==> config.mk <==
export PLATFORM = sky130hd
export DESIGN_NAME = joint_angle_repetition_counter_flat
export DESIGN_NICKNAME = d
export VERILOG_FILES = /design/src/design/jarc_pkg.sv /design/src/design/jarc_if.sv /design/src/design/joint_angle_repetition_counter.sv /design/src/design/jarc_tracker.sv /design/src/flat_wrapper.sv
export SDC_FILE = /design/constraint.sdc
export NUM_CORES = 1
export LEC_CHECK = 0
export BUFFER_PORTS_ARGS = -buffer_cell sky130_fd_sc_hd__buf_2
export CAP_MARGIN = 20
export CORE_ASPECT_RATIO = 1.25
export CORE_MARGIN = 8
export CORE_UTILIZATION = 50
export CTS_CLUSTER_SIZE = 40
export DETAILED_ROUTE_END_ITERATION = 16
export PLACE_DENSITY = 0.73
export REMOVE_ABC_BUFFERS = 1
export SLEW_MARGIN = 40
export SYNTH_ARGS = -nofsm -noshare
export SYNTH_HDL_FRONTEND = slang
export SYNTH_HIERARCHICAL = 1
export SYNTH_SLANG_ARGS = --single-unit
==> constraint.sdc <==
create_clock -name clk -period 3.5 [get_ports clk]
set_clock_uncertainty 0.15 [all_clocks]
set_input_delay 0.7 -clock clk [delete_from_list [all_inputs] [get_ports clk]]
set_output_delay 0.7 -clock clk [all_outputs]
set_load 0.02 [all_outputs]
==> src/design/jarc_pkg.sv <==
// Package for the joint-angle repetition counter: field widths, register
// indexes, reset values, the phase type and the request structures.
// No dependencies; every other design file imports it.
package jarc_pkg;

  localparam int ANGLE_W  = 12;
  localparam int SENS_W   = 3;
  localparam int SCORE_W  = 7;
  localparam int FAULT_W  = 8;
  localparam int TARGET_W = 8;
  localparam int REPS_W   = 16;
  localparam int CODE_W   = 3;
  localparam int CFG_IDX_W  = 2;
  localparam int CFG_DATA_W = 12;

  localparam int COUNT_BITS_DEF = 16;

  localparam logic [SCORE_W-1:0]  FORM_LIMIT   = 7'd60;
  localparam logic [FAULT_W-1:0]  CODE_MAX     = 8'd6;
  localparam logic [SENS_W-1:0]   MIN_SENSORS  = 3'd2;

  localparam logic [ANGLE_W-1:0]  RISE_THR_RST = 12'd480;
  localparam logic [ANGLE_W-1:0]  PEAK_HYS_RST = 12'd160;
  localparam logic [TARGET_W-1:0] TARGET_RST   = 8'd10;

  localparam logic [CFG_IDX_W-1:0] CFG_RISE_THR = 2'd0;
  localparam logic [CFG_IDX_W-1:0] CFG_PEAK_HYS = 2'd1;
  localparam logic [CFG_IDX_W-1:0] CFG_TARGET   = 2'd2;

  typedef enum logic [1:0] {
    PH_IDLE = 2'd0,
    PH_RISE = 2'd1,
    PH_PEAK = 2'd2,
    PH_FALL = 2'd3
  } phase_t;

  typedef struct packed {
    logic [ANGLE_W-1:0]  rise_threshold;
    logic [ANGLE_W-1:0]  peak_hysteresis;
    logic [TARGET_W-1:0] target_count;
  } cfg_t;

  typedef struct packed {
    logic [ANGLE_W-1:0] joint_angle;
    logic               session_on;
    logic [SENS_W-1:0]  sensors_present;
    logic [SCORE_W-1:0] form_score;
    logic [FAULT_W-1:0] form_fault;
  } smp_t;

  typedef struct packed {
    logic [REPS_W-1:0] reps_done;
    logic              rep_completed;
    logic              target_hit;
    logic              coach_valid;
    logic [CODE_W-1:0] coach_code;
    phase_t            phase_now;
  } res_t;

endpackage

==> src/design/jarc_if.sv <==
// Valid/ready channel interfaces for the angle samples and the results.
// Depends on jarc_pkg for the field widths.
interface jarc_in_if;
  import jarc_pkg::*;
  logic               valid;
  logic               ready;
  logic [ANGLE_W-1:0] joint_angle;
  logic               session_on;
  logic [SENS_W-1:0]  sensors_present;
  logic [SCORE_W-1:0] form_score;
  logic [FAULT_W-1:0] form_fault;

  modport source (output valid, joint_angle, session_on, sensors_present, form_score,
                  form_fault, input ready);
  modport sink (input valid, joint_angle, session_on, sensors_present, form_score,
                form_fault, output ready);
endinterface

interface jarc_out_if;
  import jarc_pkg::*;
  logic              valid;
  logic              ready;
  logic [REPS_W-1:0] reps_done;
  logic              rep_completed;
  logic              target_hit;
  logic              coach_valid;
  logic [CODE_W-1:0] coach_code;
  logic [1:0]        phase_now;

  modport source (output valid, reps_done, rep_completed, target_hit, coach_valid,
                  coach_code, phase_now, input ready);
  modport sink (input valid, reps_done, rep_completed, target_hit, coach_valid,
                coach_code, phase_now, output ready);
endinterface

==> src/design/joint_angle_repetition_counter.sv <==
// Top level of the joint-angle repetition counter: configuration registers,
// input register, phase tracker and result register.
// Depends on jarc_pkg, jarc_if and jarc_tracker.
//
// Usage. Angle samples arrive on the in_ch valid/ready channel, one request
// per sample, and every sample yields exactly one result request on out_ch.
// A sample first lands in an input register; the tracker then updates
// phase, last angle and repetition total and the result is captured in the
// output register. Throughput is one sample per cycle while the receiver
// does not stall, set by the combinational phase update between the two
// registers.
// When the receiver stalls, the result is held in the output register and
// the input register still takes one more sample; only when both are full
// does in_ch.ready drop. Ready flows back combinationally through the stages.
// The user writes configuration through cfg_we, cfg_idx and cfg_wdata only while
// the block is idle (not enforced); indexes beyond the three registers are ignored.
// A synchronous active-low reset empties both stages, returns the phase to
// idle, clears the last angle and total, and loads the default threshold
// (30 degrees), hysteresis (10 degrees) and target (10 repetitions).
module joint_angle_repetition_counter #(
  parameter int COUNT_BITS = jarc_pkg::COUNT_BITS_DEF
) (
  input  logic                            clk,
  input  logic                            rst_n,
  jarc_in_if.sink                         in_ch,
  jarc_out_if.source                      out_ch,
  input  logic                            cfg_we,
  input  logic [jarc_pkg::CFG_IDX_W-1:0]  cfg_idx,
  input  logic [jarc_pkg::CFG_DATA_W-1:0] cfg_wdata
);
  import jarc_pkg::*;

  cfg_t cfg_r;
  smp_t smp_r;
  res_t res_r;
  res_t res_nxt;
  logic smp_valid_r;
  logic out_valid_r;
  logic out_free;
  logic step_en;

  // Configuration registers.
  always_ff @(posedge clk) begin
    if (!rst_n) begin
      cfg_r.rise_threshold  <= RISE_THR_RST;
      cfg_r.peak_hysteresis <= PEAK_HYS_RST;
      cfg_r.target_count    <= TARGET_RST;
    end else if (cfg_we) begin
      unique case (cfg_idx)
        CFG_RISE_THR: cfg_r.rise_threshold  <= cfg_wdata;
        CFG_PEAK_HYS: cfg_r.peak_hysteresis <= cfg_wdata;
        CFG_TARGET:   cfg_r.target_count    <= cfg_wdata[TARGET_W-1:0];
        default: ;
      endcase
    end
  end

  // The output register can take a result when it is empty or being emptied.
  assign out_free    = !out_valid_r || out_ch.ready;
  assign step_en     = smp_valid_r && out_free;
  assign in_ch.ready = !smp_valid_r || out_free;

  // Input register stage.
  always_ff @(posedge clk) begin
    if (!rst_n) begin
      smp_valid_r <= 1'b0;
    end else if (in_ch.ready) begin
      smp_valid_r <= in_ch.valid;
    end
  end

  always_ff @(posedge clk) begin
    if (in_ch.ready && in_ch.valid) begin
      smp_r.joint_angle     <= in_ch.joint_angle;
      smp_r.session_on      <= in_ch.session_on;
      smp_r.sensors_present <= in_ch.sensors_present;
      smp_r.form_score      <= in_ch.form_score;
      smp_r.form_fault      <= in_ch.form_fault;
    end
  end

  jarc_tracker #(
    .COUNT_BITS(COUNT_BITS)
  ) u_tracker (
    .clk     (clk),
    .rst_n   (rst_n),
    .step_en (step_en),
    .cfg     (cfg_r),
    .smp     (smp_r),
    .res     (res_nxt)
  );

  // Result register stage.
  always_ff @(posedge clk) begin
    if (!rst_n) begin
      out_valid_r <= 1'b0;
    end else if (out_free) begin
      out_valid_r <= smp_valid_r;
    end
  end

  always_ff @(posedge clk) begin
    if (step_en) begin
      res_r <= res_nxt;
    end
  end

  assign out_ch.valid         = out_valid_r;
  assign out_ch.reps_done     = res_r.reps_done;
  assign out_ch.rep_completed = res_r.rep_completed;
  assign out_ch.target_hit    = res_r.target_hit;
  assign out_ch.coach_valid   = res_r.coach_valid;
  assign out_ch.coach_code    = res_r.coach_code;
  assign out_ch.phase_now     = res_r.phase_now;

endmodule

==> src/design/jarc_tracker.sv <==
// Phase tracker: holds phase, last angle and repetition total, and forms
// the result of one sample. Depends on jarc_pkg.
module jarc_tracker #(
  parameter int COUNT_BITS = jarc_pkg::COUNT_BITS_DEF
) (
  input  logic           clk,
  input  logic           rst_n,
  input  logic           step_en,
  input  jarc_pkg::cfg_t cfg,
  input  jarc_pkg::smp_t smp,
  output jarc_pkg::res_t res
);
  import jarc_pkg::*;

  localparam logic [COUNT_BITS-1:0] COUNT_MAX = {COUNT_BITS{1'b1}};

  phase_t                 phase_r, phase_nxt;
  logic [ANGLE_W-1:0]     last_angle_r, last_angle_nxt;
  logic [COUNT_BITS-1:0]  rep_total_r, rep_total_nxt;
  logic [ANGLE_W:0]       peak_level;
  logic                   counted;
  logic                   done;
  logic                   fault_ok;
  logic [31:0]            total_ext;

  assign peak_level = {1'b0, cfg.rise_threshold} + {1'b0, cfg.peak_hysteresis};
  assign counted    = smp.session_on && (smp.sensors_present >= MIN_SENSORS);
  assign fault_ok   = (smp.form_fault != '0) && (smp.form_fault <= CODE_MAX);

  always_ff @(posedge clk) begin
    if (!rst_n) begin
      phase_r      <= PH_IDLE;
      last_angle_r <= '0;
      rep_total_r  <= '0;
    end else if (step_en) begin
      phase_r      <= phase_nxt;
      last_angle_r <= last_angle_nxt;
      rep_total_r  <= rep_total_nxt;
    end
  end

  always_comb begin
    phase_nxt      = phase_r;
    last_angle_nxt = last_angle_r;
    rep_total_nxt  = rep_total_r;
    done           = 1'b0;
    if (counted) begin
      last_angle_nxt = smp.joint_angle;
      unique case (phase_r)
        PH_IDLE: begin
          if (smp.joint_angle > cfg.rise_threshold) phase_nxt = PH_RISE;
        end
        PH_RISE: begin
          if ((smp.joint_angle > last_angle_r) &&
              ({1'b0, smp.joint_angle} > peak_level)) phase_nxt = PH_PEAK;
        end
        PH_PEAK: begin
          if (smp.joint_angle < last_angle_r) phase_nxt = PH_FALL;
        end
        PH_FALL: begin
          if (smp.joint_angle < cfg.rise_threshold) begin
            done      = 1'b1;
            phase_nxt = PH_IDLE;
            if (rep_total_r != COUNT_MAX) rep_total_nxt = rep_total_r + 1'b1;
          end
        end
        default: phase_nxt = PH_IDLE;
      endcase
    end
  end

  // The result shows the low bits of the total, widened when the count is narrow.
  assign total_ext = 32'(rep_total_nxt);

  always_comb begin
    res.reps_done     = total_ext[REPS_W-1:0];
    res.rep_completed = done;
    res.target_hit    = done &&
                        (rep_total_nxt >= COUNT_BITS'(cfg.target_count));
    res.coach_valid   = done && (smp.form_score < FORM_LIMIT) && fault_ok;
    res.coach_code    = res.coach_valid ? smp.form_fault[CODE_W-1:0] : '0;
    res.phase_now     = phase_nxt;
  end

endmodule

==> src/flat_wrapper.sv <==
// flat-port wrapper written by rule: the top's interface ports become plain ports
module joint_angle_repetition_counter_flat import jarc_pkg::*;
#(
  parameter int COUNT_BITS = jarc_pkg::COUNT_BITS_DEF
)
  (clk, rst_n, cfg_we, cfg_idx, cfg_wdata, in_ch_valid, in_ch_joint_angle, in_ch_session_on, in_ch_sensors_present, in_ch_form_score, in_ch_form_fault, in_ch_ready, out_ch_valid, out_ch_reps_done, out_ch_rep_completed, out_ch_target_hit, out_ch_coach_valid, out_ch_coach_code, out_ch_phase_now, out_ch_ready);
  jarc_in_if in_ch_i ();
  jarc_out_if out_ch_i ();
  input  logic clk;
  input  logic rst_n;
  input  logic cfg_we;
  input  logic [jarc_pkg::CFG_IDX_W-1:0] cfg_idx;
  input  logic [jarc_pkg::CFG_DATA_W-1:0] cfg_wdata;
  input wire logic [$bits(in_ch_i.valid)-1:0] in_ch_valid;
  input wire logic [$bits(in_ch_i.joint_angle)-1:0] in_ch_joint_angle;
  input wire logic [$bits(in_ch_i.session_on)-1:0] in_ch_session_on;
  input wire logic [$bits(in_ch_i.sensors_present)-1:0] in_ch_sensors_present;
  input wire logic [$bits(in_ch_i.form_score)-1:0] in_ch_form_score;
  input wire logic [$bits(in_ch_i.form_fault)-1:0] in_ch_form_fault;
  output wire logic [$bits(in_ch_i.ready)-1:0] in_ch_ready;
  output wire logic [$bits(out_ch_i.valid)-1:0] out_ch_valid;
  output wire logic [$bits(out_ch_i.reps_done)-1:0] out_ch_reps_done;
  output wire logic [$bits(out_ch_i.rep_completed)-1:0] out_ch_rep_completed;
  output wire logic [$bits(out_ch_i.target_hit)-1:0] out_ch_target_hit;
  output wire logic [$bits(out_ch_i.coach_valid)-1:0] out_ch_coach_valid;
  output wire logic [$bits(out_ch_i.coach_code)-1:0] out_ch_coach_code;
  output wire logic [$bits(out_ch_i.phase_now)-1:0] out_ch_phase_now;
  input wire logic [$bits(out_ch_i.ready)-1:0] out_ch_ready;
  assign in_ch_i.valid = in_ch_valid;
  assign in_ch_i.joint_angle = in_ch_joint_angle;
  assign in_ch_i.session_on = in_ch_session_on;
  assign in_ch_i.sensors_present = in_ch_sensors_present;
  assign in_ch_i.form_score = in_ch_form_score;
  assign in_ch_i.form_fault = in_ch_form_fault;
  assign in_ch_ready = in_ch_i.ready;
  assign out_ch_valid = out_ch_i.valid;
  assign out_ch_reps_done = out_ch_i.reps_done;
  assign out_ch_rep_completed = out_ch_i.rep_completed;
  assign out_ch_target_hit = out_ch_i.target_hit;
  assign out_ch_coach_valid = out_ch_i.coach_valid;
  assign out_ch_coach_code = out_ch_i.coach_code;
  assign out_ch_phase_now = out_ch_i.phase_now;
  assign out_ch_i.ready = out_ch_ready;
  joint_angle_repetition_counter #(.COUNT_BITS(COUNT_BITS)) u_core (.clk(clk), .rst_n(rst_n), .in_ch(in_ch_i), .out_ch(out_ch_i), .cfg_we(cfg_we), .cfg_idx(cfg_idx), .cfg_wdata(cfg_wdata));
endmodule
== Word level (Yosys, flattened, before mapping) ==
Index checks and enable logic that the tools add are counted.

* Flip-flop bits (word level): 119
* Bits of input ports: 50
* Logic and storage cells: 68

* Add/sub/neg operators: 2
* Order comparisons: 9
* Equality and inequality tests: 6
* Muxes and demuxes: 13
* Reduce and logical (&&, ||, !) cells: 19

{| class="wikitable"
|+ Operators with widths
! operator !! number
|-
| 16-bit 2-to-1 mux || 4
|-
| 12-bit > comparator || 2
|-
| 12-bit less-than comparator || 2
|-
| 16-bit by 1-bit adder with 16-bit output, second input constant || 1
|-
| 16-bit by 8-bit greater-or-equal comparator with 1-bit output || 1
|-
| 16-bit inequality test, second input constant || 1
|-
| 12-bit by 12-bit adder with 13-bit output || 1
|-
| 12-bit by 13-bit > comparator with 1-bit output || 1
|-
| 2-bit 2-to-1 mux || 5
|-
| 8-bit by 3-bit less-or-equal comparator with 1-bit output, second input constant || 1
|-
| 1-bit logical AND || 8
|-
| 2-bit one-hot mux with 4 select lines || 1
|-
| 2-bit AND reduction || 4
|-
| 8-bit nonzero test || 1
|-
| 7-bit by 6-bit less-than comparator with 1-bit output, second input constant || 1
|-
| 2-bit equality test, second input constant || 3
|-
| 2-bit by 1-bit equality test with 1-bit output, second input constant || 2
|-
| 2-bit zero test || 2
|-
| 3-bit by 2-bit greater-or-equal comparator with 1-bit output, second input constant || 1
|-
| 1-bit 2-to-1 mux || 3
|-
| 1-bit zero test || 2
|-
| 1-bit logical OR || 2
|}

== Logic depth before layout (Yosys ltp) ==
* Word-level depth: 7
* Depth in mapped cells: 16
* Mapped depth without buffers: 16

== Cells and area by module ==
The synthesis kept the hierarchy.

{| class="wikitable"
|+ By module, submodules not included
! module !! times used !! cells each !! area each (µm²) !! seq. area each (µm²)
|-
| jarc_tracker || 1 || 431 || 3,462.1 || 600.6
|-
| joint_angle_repetition_counter || 1 || 194 || 3,026.7 || 2,332.2
|}

== Worst setup path after synthesis ==
Ideal clock, no wire load.

* Path type: register to register
* Start: register u_core/smp_r[22] in the netlist's numbering
* End: register u_core.res_r (netlist bit u_core/out_ch.target_hit) (data pin)
* Setup time: 0.267 ns
* Arrival: 3.460 ns
* Data required time: 3.083 ns
* Setup slack: -0.377 ns
* Stages on the path, launching flop included: 16
* Path buffers: 1
* Path through: edfxtp_1 > ha_1 > and4b_4 > a211oi_4 > o22ai_4 > nor4b_4 > buf_6 > nand2_1 > xnor2_1 > ha_1 > a21o_1 > a21oi_1 > o21ai_0 > a21o_1 > a2111oi_2 > a31oi_1

{| class="wikitable"
|+ RTL lines
! element !! line !! RTL
|-
| start, declared || joint_angle_repetition_counter.sv:34 || <nowiki>smp_t smp_r;</nowiki>
|-
| end signal, assigned || joint_angle_repetition_counter.sv:104 || <nowiki>res_r <= res_nxt;</nowiki>
|-
| end, declared || joint_angle_repetition_counter.sv:35 || <nowiki>res_t res_r;</nowiki>
|}

==> impl_metrics.ini <==
[run_status]
status = complete, but fails checks
failed_checks = negative setup slack

[worst_hold_path]
worstHoldEndpoint = u_core/u_tracker/last_angle_r[7]
hold_start = u_core/u_tracker/last_angle_r[7]
hold_path.class = flop to flop
whs_path_depth = 2

[routing]
wl_mm = 16.2
wl_per_cell_um = 16.9
dr.pass1.iters = 4
drtIter0Drc = 236
drc = 0
ant_nets = 0
vias_per_cell = 5.54
dr_total_vias = 5310

[place]
pre_cts_slack_ns = -0.564
placed_area_um2 = 7380
place_congestion = 0.871
dpl.hpwl_mm = 11.1
dp_cells = 909
port_buffers = 72

[flow_run]
maxCapViolations = 0

[power]
switchingPower_w = 0.000814
seq_power_share = 0.436
power.leakage_nw = 3.47
internal_power_w = 0.00262
netSwitchingFraction = 0.237
clkPwrFrac = 0.440
ir_drop_mv = 0.350
p_per_area_nw_per_um2 = 415
combPwrFrac = 0.124

[logic_synthesis]
netlist_instances = 622
yosys_warnings = 6
synth_area_per_cell_um2 = 10.3
syn_area_um2 = 6400

[final_layout]
mostFrequentLayoutCells = buf_4 (94), nand2_1 (82), buf_2 (72)
final_nets = 886
fillers = 956
drive_gt1_frac = 0.315
fin_area_um2 = 8280
final_common_cell = buf_4
instances_no_fill = 959
antenna_cells = 0
syn_to_final_growth_pct = 29.3

[timing]
layout_min_cycle_time_ns = 3.86
maxSlewViolCount = 0
slew_headroom = 0.466
finalSetupViolations = 5
fmax_mhz = 259
worstMarginPinSlew_ns = 0.802
rsz0062_at_grt = yes
layout_setup_ws_ns = -0.363
finalHoldViolCount = 0
finalCritPeriodShare = 1.10
hold_ws_ns = 0.310
tns_ns = -1.32

[clock_network]
root_buffer = clkbuf_16
htree_levels = 4
cts.sinks = 116
cts_tree = yes
clk_path_buf_depth = 2
clk_pin_slew_ns = 0.05
cts_made_buffers = 17
clock_latency_ns = 0.41

[global_routing]
antenna_found_initial = 0
grt_overflow_total = 0
grtUsageTotal = 0.198
grt_max_degree = 50
grt_pass1_vias = 5561
grt_pass1_wl_mm = 25.6

[critical_path]
r2r_slack_ns = -0.36
r2r-end = u_core/out_ch.phase_now[0]
path_cells = ha_4, a21o_1, a21oi_2, buf_4, buf_4, buf_4, buf_4, buf_4, buf_4, buf_4, xor2_1, ha_1, nand4_1, nor4_2, nor4b_2, nand4b_1, buf_4, o41ai_4, o31ai_2
reg2regPathDepth = 19
arrival_ns = 3.85
cp_common_cell = buf_4
startpoint_type = flop
path_max_fanout = 3
cpMaxStageDelayCell = dfxtp_4
crit_type = flop to flop
crit_required_ns = 3.49
end_kind = flop
reg2reg_from = u_core/cfg_r[21]
cpPeakStageDelay_ns = 0.36

[floorplan]
num_io_pins = 76
die_y_um = 142
coreArea_um2 = 12600
initial_core_util = 0.508
die_x_um = 117
rows = 46
die_area_um2 = 16700
worst max-delay path by stage:
stage | cells past startpoint | start | endpoint | slack, ns
3_3_place_gp | 13 | u_core/smp_r[21] | u_core/out_ch.target_hit | -0.45
6_report | 19 | u_core/cfg_r[21] | u_core/out_ch.phase_now[0] | -0.36
2_1_floorplan | 8 | out_ch_ready | u_core/u_tracker/rep_total_r[11] | -0.80
5_1_grt | 16 | u_core/cfg_r[21] | u_core/u_tracker/phase_r[1] | -0.58
3_5_place_dp | 15 | u_core/cfg_r[9] | u_core/out_ch.phase_now[1] | -0.56
4_1_cts | 15 | u_core/smp_r[22] | u_core/out_ch.target_hit | -0.23
power by group through the flow:
stage	sequential (W)	combinational (W)	clock, W
after floorplan	0.00154	0.000198	0
after global placement	0.00152	0.000349	0
after CTS	0.00149	0.000399	0.00153
after detailed placement	0.00152	0.000368	0
final	0.00150	0.000424	0.00151
after global routing	0.00150	0.000461	0.00160
flip-flops by register name, indices dropped and copies added, names as in the netlist:
register	flops
u_core/cfg_r	32
u_core/out_ch.coach_code	3
u_core/out_ch.coach_valid	1
u_core/out_ch.phase_now	2
u_core/out_ch.rep_completed	1
u_core/out_ch.reps_done	16
u_core/out_ch.target_hit	1
u_core/out_ch.valid	1
u_core/smp_r	28
u_core/smp_valid_r	1
u_core/u_tracker/last_angle_r	12
u_core/u_tracker/phase_r	2
u_core/u_tracker/rep_total_r	16
layer usage:
| metal | vias up | track usage | share of wire |
|---|---|---|---|
| met3 | 62 | 0.0429 | 0.045 |
| met1 | 2539 | 0.191 | 0.36 |
| met2 | 173 | 0.366 | 0.54 |
| met5 | - | 0 | 0 |
| met4 | 0 | 0.127 | 0.048 |
| li1 | 2536 | - | - |
timing repair:
item / 4_1_cts / 5_1_grt
endpoints found under the setup margin: 5 / 5
pin swaps: 12 / 3
cloned: 0 / 0
setup buffers: 17 / 2
hold buffers: 0 / 0
gates resized for setup: 37 / 9
stage by stage:
step | util | total power, W
2_1_floorplan | - | 0.00173
3_3_place_gp | 0.585 | 0.00187
3_5_place_dp | 0.585 | 0.00189
4_1_cts | 0.650 | 0.00342
5_1_grt | 0.657 | 0.00356
6_report | 0.657 | 0.00343
layout make-up:
cell class	instances	area, um^2	share of cell area
Multi-Input combinational cell	434	3460	0.418
Sequential cell	116	2850	0.345
Timing Repair Buffer	166	1070	0.129
Clock buffer	31	508	0.0614
Tap cell	168	210	0.0254
Inverter	43	176	0.0213
Clock inverter	1	5.00	0.000605
critical path, delay by kind of cell, from the launching register on:
family / cells / cell delay (ns)
DFF: 1 / 0.36
xor gates and xnor gates: 1 / 0.15
AOI/OAI and AO/OA: 4 / 0.62
adders and majority gates: 2 / 0.56
buffers and inverters: 8 / 1.07
and+or+nand+nor: 4 / 0.69
(Power assumes the default switching activity.)
